**src/hdl/sads_pkg.sv**
```systemverilog
// Shared types and constants for the suffix automaton substring counter.
// No dependencies; used by sads_front, sads_back and the top level.
package sads_pkg;

  // default sizes
  localparam int MAX_LEN_DEF  = 1024;
  localparam int ALPHABET_DEF = 26;

  // fixed payload widths
  localparam int LETTER_W = 5;
  localparam int NEW_W    = 11;
  localparam int TOTAL_W  = 20;

  // item handed from the front end to the engine
  typedef struct packed {
    logic [LETTER_W-1:0] letter;
    logic                restart;
    logic                in_range;
  } item_t;

  // engine sequencer states
  typedef enum logic [3:0] {
    ST_INIT,
    ST_IDLE,
    ST_NEW,
    ST_WALK,
    ST_QCHK,
    ST_CLONE,
    ST_CLOAD,
    ST_LINKQ,
    ST_FIN
  } state_t;

endpackage

```
**src/hdl/sads_front.sv**
```systemverilog
// Front end: accepts letters, classifies them and queues them for the engine.
// Depends on sads_pkg.
module sads_front import sads_pkg::*; #(
  parameter int ALPHABET = ALPHABET_DEF
) (
  input  logic                clk,
  input  logic                rst_n,
  input  logic                in_valid,
  output logic                in_ready,
  input  logic [LETTER_W-1:0] in_letter,
  input  logic                in_restart,
  output logic                q_valid,
  input  logic                q_ready,
  output item_t               q_item
);

  // two-entry queue
  item_t      mem_r [2];
  logic       wp_r, rp_r;
  logic [1:0] cnt_r;
  logic       push, pop;

  assign in_ready = (cnt_r != 2'd2);
  assign q_valid  = (cnt_r != 2'd0);
  assign push     = in_valid && in_ready;
  assign pop      = q_valid && q_ready;
  assign q_item   = mem_r[rp_r];

  // classify and store
  always_ff @(posedge clk) begin
    if (push) begin
      mem_r[wp_r].letter   <= in_letter;
      mem_r[wp_r].restart  <= in_restart;
      mem_r[wp_r].in_range <= (32'(in_letter) < ALPHABET);
    end
  end

  // pointers
  always_ff @(posedge clk) begin
    if (!rst_n) begin
      wp_r  <= 1'b0;
      rp_r  <= 1'b0;
      cnt_r <= 2'd0;
    end else begin
      if (push) wp_r <= ~wp_r;
      if (pop)  rp_r <= ~rp_r;
      cnt_r <= cnt_r + 2'(push) - 2'(pop);
    end
  end

endmodule

```
**config.mk**
```make
export PLATFORM = sky130hd
export DESIGN_NAME = sads_front
export DESIGN_NICKNAME = d
export VERILOG_FILES = /design/src/hdl/sads_pkg.sv /design/src/hdl/sads_front.sv
export SDC_FILE = /design/constraint.sdc
export NUM_CORES = 1
export LEC_CHECK = 0
export BUFFER_PORTS_ARGS = -buffer_cell sky130_fd_sc_hd__clkbuf_2
export CAP_MARGIN = 40
export CORE_MARGIN = 8
export CORE_UTILIZATION = 29
export DETAILED_ROUTE_END_ITERATION = 10
export PLACE_DENSITY = 0.45
export SLEW_MARGIN = 5
export SYNTH_ARGS = -nofsm -noshare
export SYNTH_HDL_FRONTEND = slang
export SYNTH_SLANG_ARGS = --single-unit
```
**constraint.sdc**
```tcl
create_clock -name clk -period 1.7 [get_ports clk]
set_input_delay 0.17 -clock clk [delete_from_list [all_inputs] [get_ports clk]]
set_output_delay 0.17 -clock clk [all_outputs]
set_load 0.05 [all_outputs]
```
# Word-level counts from Yosys, hierarchy flattened
# Memories as Yosys holds them, arrays and structs flattened. A register that Yosys moved wholly into a read port is not among the register bits.
# Index checks and enable logic that the tools add are counted.
word_totals:
  reg_bits: 4
  latch_bits: 0
  mem_bits_rw: 14
  romBits: 0
  n_memories: 1
classes:
  n_addsub: 2
  multipliers: 0
  n_div: 0
  n_lt_le_gt_ge: 1
  n_eq_ne: 1
  shifts: 0
  muxes: 4
  n_bitwise: 2
  reduce_logical: 3
memory_table:
  columns: ["memory", "words", "width", "read_ports", "rd_clocked_by_memory_dff", "wr", "line", "source"]
  rows:
  - ["mem_r", 2, 7, 1, 1, 1, "sads_front.sv:18", "item_t mem_r [2];"]
ops:
  columns: ["operator", "n"]
  rows:
  - ["5-bit less-than comparator, second input constant", 1]
  - ["1-bit 2-to-1 mux", 4]
  - ["2-bit by 1-bit adder with 2-bit output", 1]
  - ["1-bit logical AND", 2]
  - ["2-bit inequality test, second input constant", 1]
  - ["1-bit inverter", 2]
  - ["2-bit nonzero test", 1]
  - ["2-bit by 1-bit subtractor with 2-bit output", 1]

# Longest topological paths before layout
# Gate-level depths: netlist of run 1.
depth:
  ltp_word: 4
  ltp_mapped: 6
  ltp_nobuf: 6

# Least setup slack after synthesis of run 1
# OpenSTA, ideal clock, no wires.
synth_path:
  kind: "register to register"
  start: "register cnt_r[0]"
  end: "memory mem_r[1][0] (netlist name), enable pin"
  setup_time_ps: 326
  arrival_time_ps: 1242
  t_required_ps: 1374
  setup_slack_ps: 132
  path_stages_with_launch: 3
  path_buffers: 0
  period_less_slack_ps: 1568
  cell_sequence: "dfxtp_1 > nand2b_1 > and3_1"
synth_between:
  elab_chain_len: 4
synth_rtl:
  columns: ["item", "line", "source"]
  rows:
  - ["start: declaration", "sads_front.sv:20", "logic [1:0] cnt_r;"]
  - ["start signal: assignment", "sads_front.sv:47", "cnt_r <= cnt_r + 2'(push) - 2'(pop);"]
  - ["2-bit inequality test", "sads_front.sv:23", "assign in_ready = (cnt_r != 2'd2);"]
  - ["net in_ready", "sads_front.sv:9", "output logic in_ready,"]
  - ["1-bit logical AND", "sads_front.sv:25", "assign push = in_valid && in_ready;"]
  - ["1-bit 2-to-1 mux", "sads_front.sv:31", "if (push) begin"]
  - ["1-bit 2-to-1 mux (implied by the code)", "sads_front.sv:34", "mem_r[wp_r].in_range <= (32'(in_letter) < ALPHABET);"]
  - ["end: declaration", "sads_front.sv:18", null]
# The timed path passes the listed nets, and every way through them passes these cells.

==> key figures, run 1 <==
Clock network
  – Root Driver: clkbuf_4
  – CTS resizes: 0
  – Clock Latency Late Sink: 0.28 ns
  – Clock slew at reported path FFs: 0.09 ns
  – Cts-stage hold buffer count: 0
  – Clock Sinks: 19
  – Num CTS Buffers: 3
  – CTS H-tree depth: 1
  – Setup Fix Bufs, Post-CTS: 0
  – CTS tree: yes
  – Max clock buf depth: 2

Hold path
  – Min-delay src: in_letter[0]
  – Hold endpoint: mem_r[1][2]
  – Min-Delay Path Depth: 1
  – Tightest Hold Check Type: in2reg

Timing
  – Fin. max-slew vios: 0
  – Final WS setup: 0.108 ns
  – Tightest Pin Transition: 0.344 ns
  – Skew final: 0.00296 ns
  – RSZ-0062 raised after global routing: false
  – FMAX: 628 MHz
  – Period utilization: 93.7%
  – Final setup vio count: 0
  – Hold Violations, Final: 0
  – Slew margin rel.: 76.8%
  – Minimum clock period: 1.59 ns
  – Setup_tns: 0 ns

Job
  – Max-Cap Viols: 0

Finish
  – Area Overhead vs Synth: 19.5%
  – Antenna diodes: 0
  – Final nets: 86
  – Ratio of cells with drive above 1 in the final layout: 41.9%

Yosys
  – Post-synth cell types: 24
  – Post-Syn Area: 771 um^2
  – Post-synthesis register bit count: 19
  – Mean area per synthesized cell: 14.5 um^2
  – Synth Instances: 53
  – Top cell type by total area after synthesis: edfxtp_1
  – Post-synthesis sequential area ratio: 67.5%
  – Synth warn: 0
  – Mapped Nets: 64
  – Post-synth top area share: 54.5%
  – Dominant cells by area after synthesis: edfxtp_1, dfxtp_1, mux2_2

GRT
  – Vias in the first global route: 503
  – Total GRT Usage: 6.90%
  – Initial antenna violation count: 0
  – Grt ovf: 0
  – Largest net degree at the start of global routing: 11
  – First-pass GRT wire length: 2.31 mm

Critical path
  – Max Fanout on Critical Path: 7
  – Worst flop-to-flop path endpoint: cnt_r[1]
  – Register-to-Register Path Depth: 6
  – Worst r2r src: cnt_r[1]
  – Arrival time of the worst setup path: 1.42 ns
  – Crit path launch type: flop
  – Crit Path Class: reg2out
  – Setup slack, reg-to-reg: 0.24 ns
  – Crit end category: output pin
  – Worst EP required: 1.53 ns

Drt
  – Drt first-iter violations: 7
  – Via Count: 473
  – Antenna-violating nets left: 0
  – Avg Vias per Cell: 4.55
  – Drt drc: 0
  – Final wirelength: 1.36 mm
  – Drt wl/cell: 13.0 um
  – Router iterations before antenna repair: 4

Pwr
  – Overall Power: 1280 uW
  – Leak: 0.000365 uW
  – Cell Pwr Density: 1390 nW/um^2
  – Worst VDD drop: 0.000588 V

Die
  – I/O Pins: 19
  – Area of the die: 4560 um^2
  – Initial Util: 30.8%
  – Core Area: 2500 um^2
  – Site Rows: 18
  – Die width: 67.6 um
  – Die Span Y: 67.6 um

Placement
  – Final HPWL DP: 1.01 mm
  – PortBufs: 18
  – Pre-CTS setup slack: 0.259 ns
  – GPL Wtd Cong: 0.665

Status
  – Status: completed
-- Yosys cell counts, drive strengths merged --
cell    number
a21oi        1
xor2         1
nor3         1
nor4         1
and3         2
o31a         1
o211ai       1
inv          2
nand2b       1
nor2         4
ha           1
a21bo        1
mux2         7
o21ba        1
nor4bb       1
dfxtp        5
and2         1
nand3b       1
edfxtp      14
o21ai        2
clkbuf       1
nand3        1
and2b        1
or2          1
-- flip-flops by register name (all words and copies together), names as in the netlist, named ones only --
register	count
mem_r	14
cnt_r	2
rp_r	1
wp_r	1
-- how the worst max path moves through the flow --
stage / from / to / slack, ns / cells past startpoint
after floorplan: cnt_r[0] / mem_r[1][0] / 0.13 / 2
after global placement: cnt_r[0] / mem_r[1][1] / 0.30 / 2
final: flop / q_item[0] / 0.11 / 2
after CTS: flop / q_item[0] / 0.06 / 2
after global routing: flop / q_item[6] / 0.01 / 2
after detailed placement: cnt_r[1] / cnt_r[1] / 0.26 / 6
-- per-stage QoR --
stage / cells / cell area [um^2] / util, % / hold WS [ns]
after CTS: 104 / 921 / 36.8 / 0.0586
after floorplan: 53 / 771 / - / 0.269
after global routing: 104 / 921 / 36.8 / 0.0572
after global placement: 100 / 895 / 35.8 / 0.363
after detailed placement: 100 / 895 / 35.8 / 0.367
final: 104 / 921 / 36.8 / 0.0731
-- worst max-delay path, cell delays in order (launching register included) --
cell and delay, ns:
dfxtp_1 0.52, mux2_2 0.38, clkbuf_2 0.24
-- power by group --
group	internal [uW]	switching, uW	total [uW]
clock network	91.0	123	214
logic	147	304	452
registers	566	48.2	614
total	804	476	1280
-- cell type report --
| cell class | instances | area [um^2] |
|---|---|---|
| fill | 241 | 1580 |
| sequential | 19 | 520 |
| multi-input combinational | 31 | 239 |
| timing repair buffer | 18 | 90.1 |
| tap | 30 | 37.5 |
| clock buffer | 4 | 26.3 |
| inverter | 2 | 7.51 |
-- layer usage --
| metal | track usage [%] | wire (um) | vias up |
|---|---|---|---|
| met5 | 0 | 0 | - |
| met4 | 5.48 | 17 | 0 |
| met3 | 2.48 | 98 | 2 |
| met2 | 10.2 | 621 | 13 |
| met1 | 7.92 | 619 | 218 |
| li1 | - | - | 240 |
-- cells by family (layout without fill, tap and decap cells) --
kind of cell / Yosys count / after routing / synth area share [%]
AO/OA/AOI/OAI: 7 / 7 / 6.66
XOR/XNOR: 1 / 1 / 1.14
adder cells (fa/ha/maj): 1 / 1 / 1.62
buffers and inverters: 3 / 24 / 1.46
flip-flops: 19 / 19 / 67.5
multiplexers: 7 / 7 / 10.2
AND/OR/NAND/NOR: 15 / 15 / 11.4
-- cell usage in the layout (no fill, tap or decap), drive strengths merged --
| master | instances |
|---|---|
| a21bo | 1 |
| a21oi | 1 |
| and2 | 1 |
| and2b | 1 |
| and3 | 2 |
| clkbuf | 22 |
| dfxtp | 5 |
| edfxtp | 14 |
| ha | 1 |
| inv | 2 |
| mux2 | 7 |
| nand2b | 1 |
| nand3 | 1 |
| nand3b | 1 |
| nor2 | 4 |
| nor3 | 1 |
| nor4 | 1 |
| nor4bb | 1 |
| o211ai | 1 |
| o21ai | 2 |
| o21ba | 1 |
| o31a | 1 |
| or2 | 1 |
| xor2 | 1 |
(Power assumes the default switching activity.)
==> run 2, diff against run 1 <==
- CORE_UTILIZATION: 29 -> 49
- PLACE_DENSITY: 0.45 -> 0.7
- RECOVER_POWER: unset -> 100
==> key figures, run 2 (synthesis gave the netlist of run 1 again) <==
Drt
  – Avg Vias per Cell: 5.38 (was 4.55)
  – Met3 wire len: 69 um (was 98 um)
  – Met2 WL post-DR: 667 um (was 621 um)
  – Antenna-violating nets left: 0 (unchanged)
  – Drt wl/cell: 15.1 um (was 13.0 um)
  – Final wirelength: 1.36 mm (about the same)
  – Drt drc: 0 (unchanged)
  – Router iterations before antenna repair: 4 (unchanged)
  – Top Metal Used: met4 (unchanged)
  – M1 wire length: 614 um (was 619 um)
  – Drt first-iter violations: 3 (was 7)
  – Via Count: 484 (was 473)

Critical path
  – Worst path max stage delay: 0.53 ns (was 0.52 ns)
  – Worst EP required: 1.53 ns (about the same)
  – Crit path launch type: flop (unchanged)
  – CP delay by family, top: flip-flops (unchanged)
  – Critical-path cell list: mux2_2, clkbuf_2 (unchanged)
  – CP max stage cell: dfxtp_1 (unchanged)
  – Crit Path Class: reg2out (unchanged)
  – Max Fanout on Critical Path: 7 (unchanged)
  – Crit end category: output pin (unchanged)
  – CP bufs+invs: 1 (unchanged)
  – Arrival time of the worst setup path: 1.45 ns (was 1.42 ns)
  – Register-to-Register Path Depth: 6 (unchanged)
  – Crit path depth: 2 (unchanged)

Placement
  – Final HPWL DP: 1.02 mm (was 1.01 mm)
  – GPL Wtd Cong: 0.809 (was 0.665)
  – PortBufs: 18 (unchanged)

Timing
  – RSZ-0062 raised after global routing: false (unchanged)
  – Fin. max-slew vios: 0 (unchanged)
  – Period utilization: 95.1% (was 93.7%)
  – Minimum clock period: 1.62 ns (was 1.59 ns)
  – Hold Violations, Final: 0 (unchanged)
  – Final Hold Slack: 0.0702 ns (was 0.0731 ns)
  – Skew final: 0.00204 ns (was 0.00296 ns)
  – Tightest Pin Transition: 0.393 ns (was 0.344 ns)
  – FMAX: 619 MHz (was 628 MHz)
  – Slew margin rel.: 73.4% (was 76.8%)
  – Final setup vio count: 0 (unchanged)
  – Setup_tns: 0 ns (unchanged)

Hold path
  – Min-Delay Path Depth: 1 (unchanged)
  – Tightest Hold Check Type: in2reg (unchanged)

Pwr
  – Worst VDD drop: 0.000686 V (was 0.000588 V)
  – Cell Pwr Density: 1430 nW/um^2 (was 1390 nW/um^2)
  – Leak: 0.000352 uW (was 0.000365 uW)
  – Overall Power: 1290 uW (was 1280 uW)

Clock network
  – Num CTS Buffers: 3 (unchanged)
  – Root Driver: clkbuf_4 (unchanged)
  – CTS tree: yes (unchanged)
  – Cts-stage hold buffer count: 0 (unchanged)
  – CTS H-tree depth: 1 (unchanged)
  – Setup Fix Bufs, Post-CTS: 0 (unchanged)
  – Clock Sinks: 19 (unchanged)
  – Max clock buf depth: 2 (unchanged)
  – Clock slew at reported path FFs: 0.10 ns (was 0.09 ns)
  – CTS resizes: 0 (unchanged)
  – Clock Latency Late Sink: 0.29 ns (was 0.28 ns)

Finish
  – Antenna diodes: 0 (unchanged)
  – Regs by FF count: mem_r: 14 flops, cnt_r: 2 flops (unchanged)
  – Commonest non-fill, non-tap cell in the layout: edfxtp_1 (was clkbuf_2)
  – Most frequent cells in the layout: edfxtp_1, clkbuf_2, mux2_2 (was clkbuf_2, edfxtp_1, mux2_2)
  – Final nets: 86 (unchanged)
  – Register name with the most flops: mem_r (unchanged)
  – Ratio of cells with drive above 1 in the final layout: 36.5% (was 41.9%)
  – Max reg flops: 14 (unchanged)
  – Area Overhead vs Synth: 16.6% (was 19.5%)

GRT
  – Total GRT Usage: 8.68% (was 6.90%)
  – Grt ovf: 0 (unchanged)
  – Largest net degree at the start of global routing: 12 (was 11)
  – First-pass GRT wire length: 2.18 mm (was 2.31 mm)
  – Initial antenna violation count: 0 (unchanged)
  – Vias in the first global route: 512 (was 503)

Die
  – Area of the die: 3100 um^2 (was 4560 um^2)
  – Initial Util: 51.8% (was 30.8%)
  – Site Rows: 14 (was 18)
  – Core Area: 1490 um^2 (was 2500 um^2)
  – I/O Pins: 19 (unchanged)
  – Die Span Y: 55.7 um (was 67.6 um)
  – Die width: 55.7 um (was 67.6 um)

Job
  – Max-Cap Viols: 0 (unchanged)

Status
  – Status: completed (unchanged)
run 2: cell types whose count changed in the layout (fill, tap and decap cells not counted), sizes merged:
cell    previous run  this run
clkbuf            22        21
clkinv             0         1
run 2: power breakdown:
part / leakage, uW / switching, uW / internal, uW
clock network: 0.0000177 / 132 / 87.5
registers: 0.000171 / 50.3 / 566
logic: 0.000164 / 305 / 146
total: 0.000352 / 487 / 799
run 2: cell type report:
type | instances | area (um^2)
fillers | 123 | 591
well taps | 16 | 20.0
clock buffers | 3 | 22.5
multi-input cells | 31 | 239
clock inverters | 1 | 5.00
repair buffers | 18 | 83.8
inverters | 2 | 7.51
flip-flops and latches | 19 | 520
run 2: final timing paths:
kind	from	end	slack (ns)
worst min register to register	rp_r	flop	0.52
worst max register to register	cnt_r[1]	cnt_r[1]	0.21
worst max-delay path	flop	q_item[3]	0.08
worst min-delay path	in_letter[0]	mem_r[0][2]	0.07
run 2: routing by layer:
layer,vias up,track usage (%)
met5,-,0
met4,0,5.63
met3,2,3.20
met2,13,14.3
met1,228,9.03
li1,241,-
run 2: through the flow:
stage | cell area [um^2] | std cells | setup slack (ns) | util [%]
floorplan | 771 | 53 | 0.132 | -
global placement | 877 | 86 | 0.321 | 58.9
detailed placement | 877 | 86 | 0.249 | 58.9
CTS | 905 | 90 | 0.0632 | 60.8
global route | 898 | 90 | 0.0247 | 60.3
finish | 898 | 90 | 0.0834 | 60.3
